**config.mk**
```make
export PLATFORM = sky130hd
export DESIGN_NAME = vax_matrix
export DESIGN_NICKNAME = d
export VERILOG_FILES = /design/src/rtl/vax_pkg.sv /design/src/rtl/vax_matrix.sv
export SDC_FILE = /design/constraint.sdc
export NUM_CORES = 2
export LEC_CHECK = 0
export BUFFER_PORTS_ARGS = -buffer_cell sky130_fd_sc_hd__buf_2
export CORE_AREA = 2 2 367 369
export DETAILED_ROUTE_END_ITERATION = 16
export DIE_AREA = 0 0 369 371
export GPL_TIMING_DRIVEN = 0
export SYNTH_ARGS = -nofsm -noshare
export SYNTH_HDL_FRONTEND = slang
export SYNTH_SLANG_ARGS = --single-unit
```
**constraint.sdc**
```tcl
create_clock -name clk_i -period 9.26 [get_ports clk_i]
set_input_delay 0.463 -clock clk_i [delete_from_list [all_inputs] [get_ports clk_i]]
set_output_delay 0.463 -clock clk_i [all_outputs]
set_load 0.1 [all_outputs]
```
**src/rtl/vax_pkg.sv**
```systemverilog
// Shared types and constants for the vector axis rotation block.
`default_nettype none
package vax_pkg;

  localparam int CORDIC_STEPS = 31;
  // sine/cosine datapath width (Q2.30 plus headroom)
  localparam int TRIG_W  = 34;
  // matrix entry width: c + 4*(1-c) plus a sine term
  localparam int ENTRY_W = 37;
  localparam int LIMB_W  = 17;
  localparam int PROD_W  = ENTRY_W + LIMB_W;
  localparam int ACC_W   = PROD_W + 2;
  localparam int RES_W   = 64;

  localparam logic signed [TRIG_W-1:0]  CORDIC_GAIN = TRIG_W'(32'h26DD3B6A);
  localparam logic signed [ENTRY_W-1:0] Q30_ONE     = ENTRY_W'(64'h4000_0000);

  // arctangent of 2^-i in units of 2^-32 turn
  localparam logic [31:0] ATAN_TURNS [CORDIC_STEPS] = '{
    32'h20000000, 32'h12E4051E, 32'h09FB385B, 32'h051111D4, 32'h028B0D43,
    32'h0145D7E1, 32'h00A2F61E, 32'h00517C55, 32'h0028BE53, 32'h00145F2F,
    32'h000A2F98, 32'h000517CC, 32'h00028BE6, 32'h000145F3, 32'h0000A2FA,
    32'h0000517D, 32'h000028BE, 32'h0000145F, 32'h00000A30, 32'h00000518,
    32'h0000028C, 32'h00000146, 32'h000000A3, 32'h00000051, 32'h00000029,
    32'h00000014, 32'h0000000A, 32'h00000005, 32'h00000003, 32'h00000001,
    32'h00000001
  };

  // angle register, CORDIC steps, sign fix
  localparam int CORD_LAT = CORDIC_STEPS + 2;
  localparam int DOT_LAT  = 4;

  typedef enum logic [1:0] {
    CMD_YAW   = 2'd0,
    CMD_PITCH = 2'd1,
    CMD_ROLL  = 2'd2,
    CMD_AXIS  = 2'd3
  } rot_cmd_e;

  typedef struct packed {
    rot_cmd_e           cmd;
    logic signed [1:0]  ax;
    logic signed [1:0]  ay;
    logic signed [1:0]  az;
  } side_t;

  typedef logic signed [ENTRY_W-1:0] entry_t;

endpackage
`default_nettype wire

```
**src/rtl/vax_matrix.sv**
```systemverilog
// Builds the registered 3x3 rotation matrix from sine, cosine and the command.
`default_nettype none
module vax_matrix (
  input  wire logic                                 clk_i,
  input  wire logic                                 en_i,
  input  wire vax_pkg::side_t                       side_i,
  input  wire logic signed [vax_pkg::TRIG_W-1:0]    sin_i,
  input  wire logic signed [vax_pkg::TRIG_W-1:0]    cos_i,
  output vax_pkg::entry_t                           m_o [9]
);

  vax_pkg::entry_t se, ce, cc;
  vax_pkg::entry_t ex, ey, ez;
  logic signed [3:0] pxx, pyy, pzz, pxy, pxz, pyz;
  vax_pkg::entry_t m_d [9];

  assign se  = vax_pkg::ENTRY_W'(sin_i);
  assign ce  = vax_pkg::ENTRY_W'(cos_i);
  assign cc  = vax_pkg::Q30_ONE - ce;
  assign ex  = vax_pkg::ENTRY_W'(side_i.ax);
  assign ey  = vax_pkg::ENTRY_W'(side_i.ay);
  assign ez  = vax_pkg::ENTRY_W'(side_i.az);
  assign pxx = 4'(side_i.ax) * 4'(side_i.ax);
  assign pyy = 4'(side_i.ay) * 4'(side_i.ay);
  assign pzz = 4'(side_i.az) * 4'(side_i.az);
  assign pxy = 4'(side_i.ax) * 4'(side_i.ay);
  assign pxz = 4'(side_i.ax) * 4'(side_i.az);
  assign pyz = 4'(side_i.ay) * 4'(side_i.az);

  always_comb begin
    for (int k = 0; k < 9; k++) m_d[k] = '0;
    unique case (side_i.cmd)
      vax_pkg::CMD_YAW: begin
        m_d[0] = ce;  m_d[1] = -se;
        m_d[3] = se;  m_d[4] = ce;
        m_d[8] = vax_pkg::Q30_ONE;
      end
      vax_pkg::CMD_PITCH: begin
        m_d[0] = ce;  m_d[2] = se;
        m_d[4] = vax_pkg::Q30_ONE;
        m_d[6] = -se; m_d[8] = ce;
      end
      vax_pkg::CMD_ROLL: begin
        m_d[0] = vax_pkg::Q30_ONE;
        m_d[4] = ce;  m_d[5] = -se;
        m_d[7] = se;  m_d[8] = ce;
      end
      vax_pkg::CMD_AXIS: begin
        // Rodrigues form, axis taken as given
        m_d[0] = ce + vax_pkg::ENTRY_W'(pxx) * cc;
        m_d[1] = vax_pkg::ENTRY_W'(pxy) * cc - ez * se;
        m_d[2] = vax_pkg::ENTRY_W'(pxz) * cc + ey * se;
        m_d[3] = vax_pkg::ENTRY_W'(pxy) * cc + ez * se;
        m_d[4] = ce + vax_pkg::ENTRY_W'(pyy) * cc;
        m_d[5] = vax_pkg::ENTRY_W'(pyz) * cc - ex * se;
        m_d[6] = vax_pkg::ENTRY_W'(pxz) * cc - ey * se;
        m_d[7] = vax_pkg::ENTRY_W'(pyz) * cc + ex * se;
        m_d[8] = ce + vax_pkg::ENTRY_W'(pzz) * cc;
      end
      default: ;
    endcase
  end

  always_ff @(posedge clk_i) begin
    if (en_i) m_o <= m_d;
  end

endmodule
`default_nettype wire

```
==> run summary <==
RSZ-0062 raised after global routing - true
layout cells sized above 1 - 9.96%
outcome - finished, violations left
ys flop type - edfxtp_1
Pleak - 32.5 nW
synthesis warning total - 0
Vias/cell - 5.86
die width - 369 um
CP Data Arrival Time - 9.52 ns
Synth cell types - 89
top flop regs - m_o (330)
Initial Utilization - 44.8%
Design Power - 0.0221 W
Avg WL per Cell - 26.4 um
fmax - 0.108 GHz
nature of the critical path startpoint - input pin
die area - 137000 sq um
register area share after synthesis - 16.7%
top cells by area, synth - fa_1, ha_1, edfxtp_1
clock buffer depth - 3
Routed WL - 249000 um
Syn-to-layout area delta - 13.7%
Initial DRT Pass Iterations - 7
dominant cell type by area after synthesis - fa_1
Post-route DRC - 0
synthesized flop and latch total - 330
DRT antenna net count - 0
Max VDD drop - 0.203 mV
TritonCTS buffer count - 38
global-route wire length before repair - 356000 um
clk slew on worst S/H paths - 0.06 ns
EDFF count, synth - 330
largest net degree at the start of global routing - 122
GP Congestion - 1.03
final worst slack - -0.00992 ns
Biggest register - m_o
crit end category - register
Die Height - 371 um
max cap viols - 6
failing checks - max-capacitance violations, max-slew violations, negative setup slack
Rows - 134
All-Layer GR Usage - 35.6%
root buf cell - clkbuf_16
CTS tree - done
IO Pins - 411
asr flop ratio synth - 0%
vias in the first global route - 52716
Post-Synthesis Cell Area - 59400 sq um
Final #Nets - 9008
worst-margin pin slew - 1.59 ns
endpoints failing setup - 1
type of the worst setup path - input pin to register
H-tree level count - 2
fin. max-slew vios - 55
Hold Path Class - input pin to register
Yosys top cell area share - 17.4%
Mapped Avg Cell Area - 8.56 sq um
remaining global-route overflow - 0
worst-path fanout max - 10
minimum clock period - 9.27 ns
drt first-iter violations - 5508
core area - 133000 sq um
Hold-fix buffers, CTS - 0
Slew HR - -5.78%
antenna violations before repair - 28
post-route clock period utilization - 100%
via count - 55157
max reg flops - 330
Port-buffer cells - 401
Fin Hold WS - 0.312 ns
CP required - 9.51 ns
Hold Vio Cnt, Final - 0
Gate Count Post-Synth - 6939
Detailed Place HPWL - 203000 um
clk sinks - 330
PwrDens - 327 nW/um^2
-- layout make-up --
| type | count | area (sq um) |
|---|---|---|
| repair buffers | 464 | 2800 |
| diodes | 17 | 42.5 |
| fillers | 12992 | 65200 |
| inverters | 605 | 2280 |
| clock buffers | 45 | 977 |
| clock inverters | 21 | 213 |
| multi-input cells | 5861 | 47800 |
| plain buffers | 307 | 1300 |
| well taps | 1768 | 2210 |
| flip-flops and latches | 330 | 9910 |
-- Yosys cell counts, types with 204 or more instances --
| cell | instances |
|---|---|
| a21o_1 | 204 |
| a21oi_1 | 438 |
| and2_1 | 262 |
| clkbuf_1 | 306 |
| edfxtp_1 | 330 |
| fa_1 | 516 |
| ha_1 | 807 |
| inv_1 | 600 |
| nand2_1 | 544 |
| nor2_1 | 715 |
| o21ai_0 | 378 |
| xnor2_1 | 401 |
-- cell families after synthesis --
logic type / share of synthesized area [%]
other: 0.0126
xor gates and xnor gates: 8.40
muxes: 0.185
and+or+nand+nor: 17.4
DFF: 16.7
buffers and inverters: 6.01
adders and majority gates: 34.4
AOI/OAI and AO/OA: 17.0
-- report_power, final --
| part | internal (W) | leakage [nW] | switching, W | total (W) |
|---|---|---|---|---|
| clock network | 0.000842 | 0.585 | 0.000658 | 0.00150 |
| registers | 0.00217 | 3.18 | 0.000104 | 0.00228 |
| logic | 0.00599 | 28.7 | 0.0123 | 0.0183 |
-- critical path, cell delays in order --
cell and delay, ns:
buf_4 0.21, or3_4 0.45, or3_1 0.30, buf_2 0.19
nor3_4 0.17, nor3b_4 0.31, nor3b_4 0.26, or3b_1 0.41
a21oi_4 0.16, buf_12 0.14, buf_8 0.21, nand2_1 0.10
fa_1 0.45, inv_1 0.08, fa_1 0.44, fa_1 0.47
ha_1 0.37, a211oi_1 0.35, and2_1 0.25, nand2b_1 0.08
a211o_1 0.33, a2111oi_0 0.66, or3_1 0.31, o21ai_0 0.20
a221oi_1 0.66, o31a_1 0.31, xor2_1 0.65, o21ai_0 0.45
-- per-layer routing --
metal	vias to the layer above	GRT usage (%)	wire, um	share of wire [%]
li1	24899	-	-	-
met1	27024	47.0	102000	41
met2	2645	53.8	106000	43
met3	571	7.69	23200	9.3
met4	18	20.8	17400	7.0
met5	-	0	207	0.083
-- repair_timing --
item / CTS / global route
setup endpoints to repair: 193 / 54
setup buffers: 23 / 12
gates resized for setup: 138 / 124
pin swaps: 7 / 12
-- final timing paths --
| kind | start | endpoint | slack, ns | depth (start not counted) |
|---|---|---|---|---|
| setup / recovery | cos_i[0] | m_o[178]$_DFFE_PP_ | -0.01 | 28 |
| hold / removal | cos_i[1] | m_o[149]$_DFFE_PP_ | 0.31 | 3 |
-- metrics by stage --
step	setup WS (ns)	area, sq um	std cells	setup TNS (ns)	utilization [%]
2_1_floorplan	0.0515	60200	7135	0	-
3_3_place_gp	-5.06	64400	9304	-531.33	48.5
3_5_place_dp	-4.63	65000	9330	-437.24	49.0
4_1_cts	-0.0855	67000	9402	-0.179	50.4
5_1_grt	-0.0305	67500	9402	-0.142	50.8
6_report	-0.00992	67600	9418	-0.00992	50.9
-- layout by cell type, fill, tap and decap left out, drive strengths merged, types with 30 or more instances in the layout --
master | Yosys | routed
a21o | 204 | 204
o21a | 56 | 56
xnor2 | 402 | 402
nor2 | 715 | 715
nor3 | 113 | 113
buf | 33 | 503
nor2b | 91 | 91
nor4 | 30 | 30
xor2 | 167 | 167
and2 | 263 | 263
o21ai | 383 | 383
conb | 2 | 198
a21oi | 441 | 441
o21bai | 113 | 113
clkbuf | 306 | 313
a31oi | 33 | 33
nand2 | 544 | 544
a22oi | 96 | 96
edfxtp | 330 | 330
inv | 602 | 604
a211oi | 35 | 35
fa | 516 | 516
nand3 | 80 | 80
and3 | 106 | 106
ha | 807 | 807
nand2b | 94 | 94
Note: power is estimated with default switching activity, not from simulation.
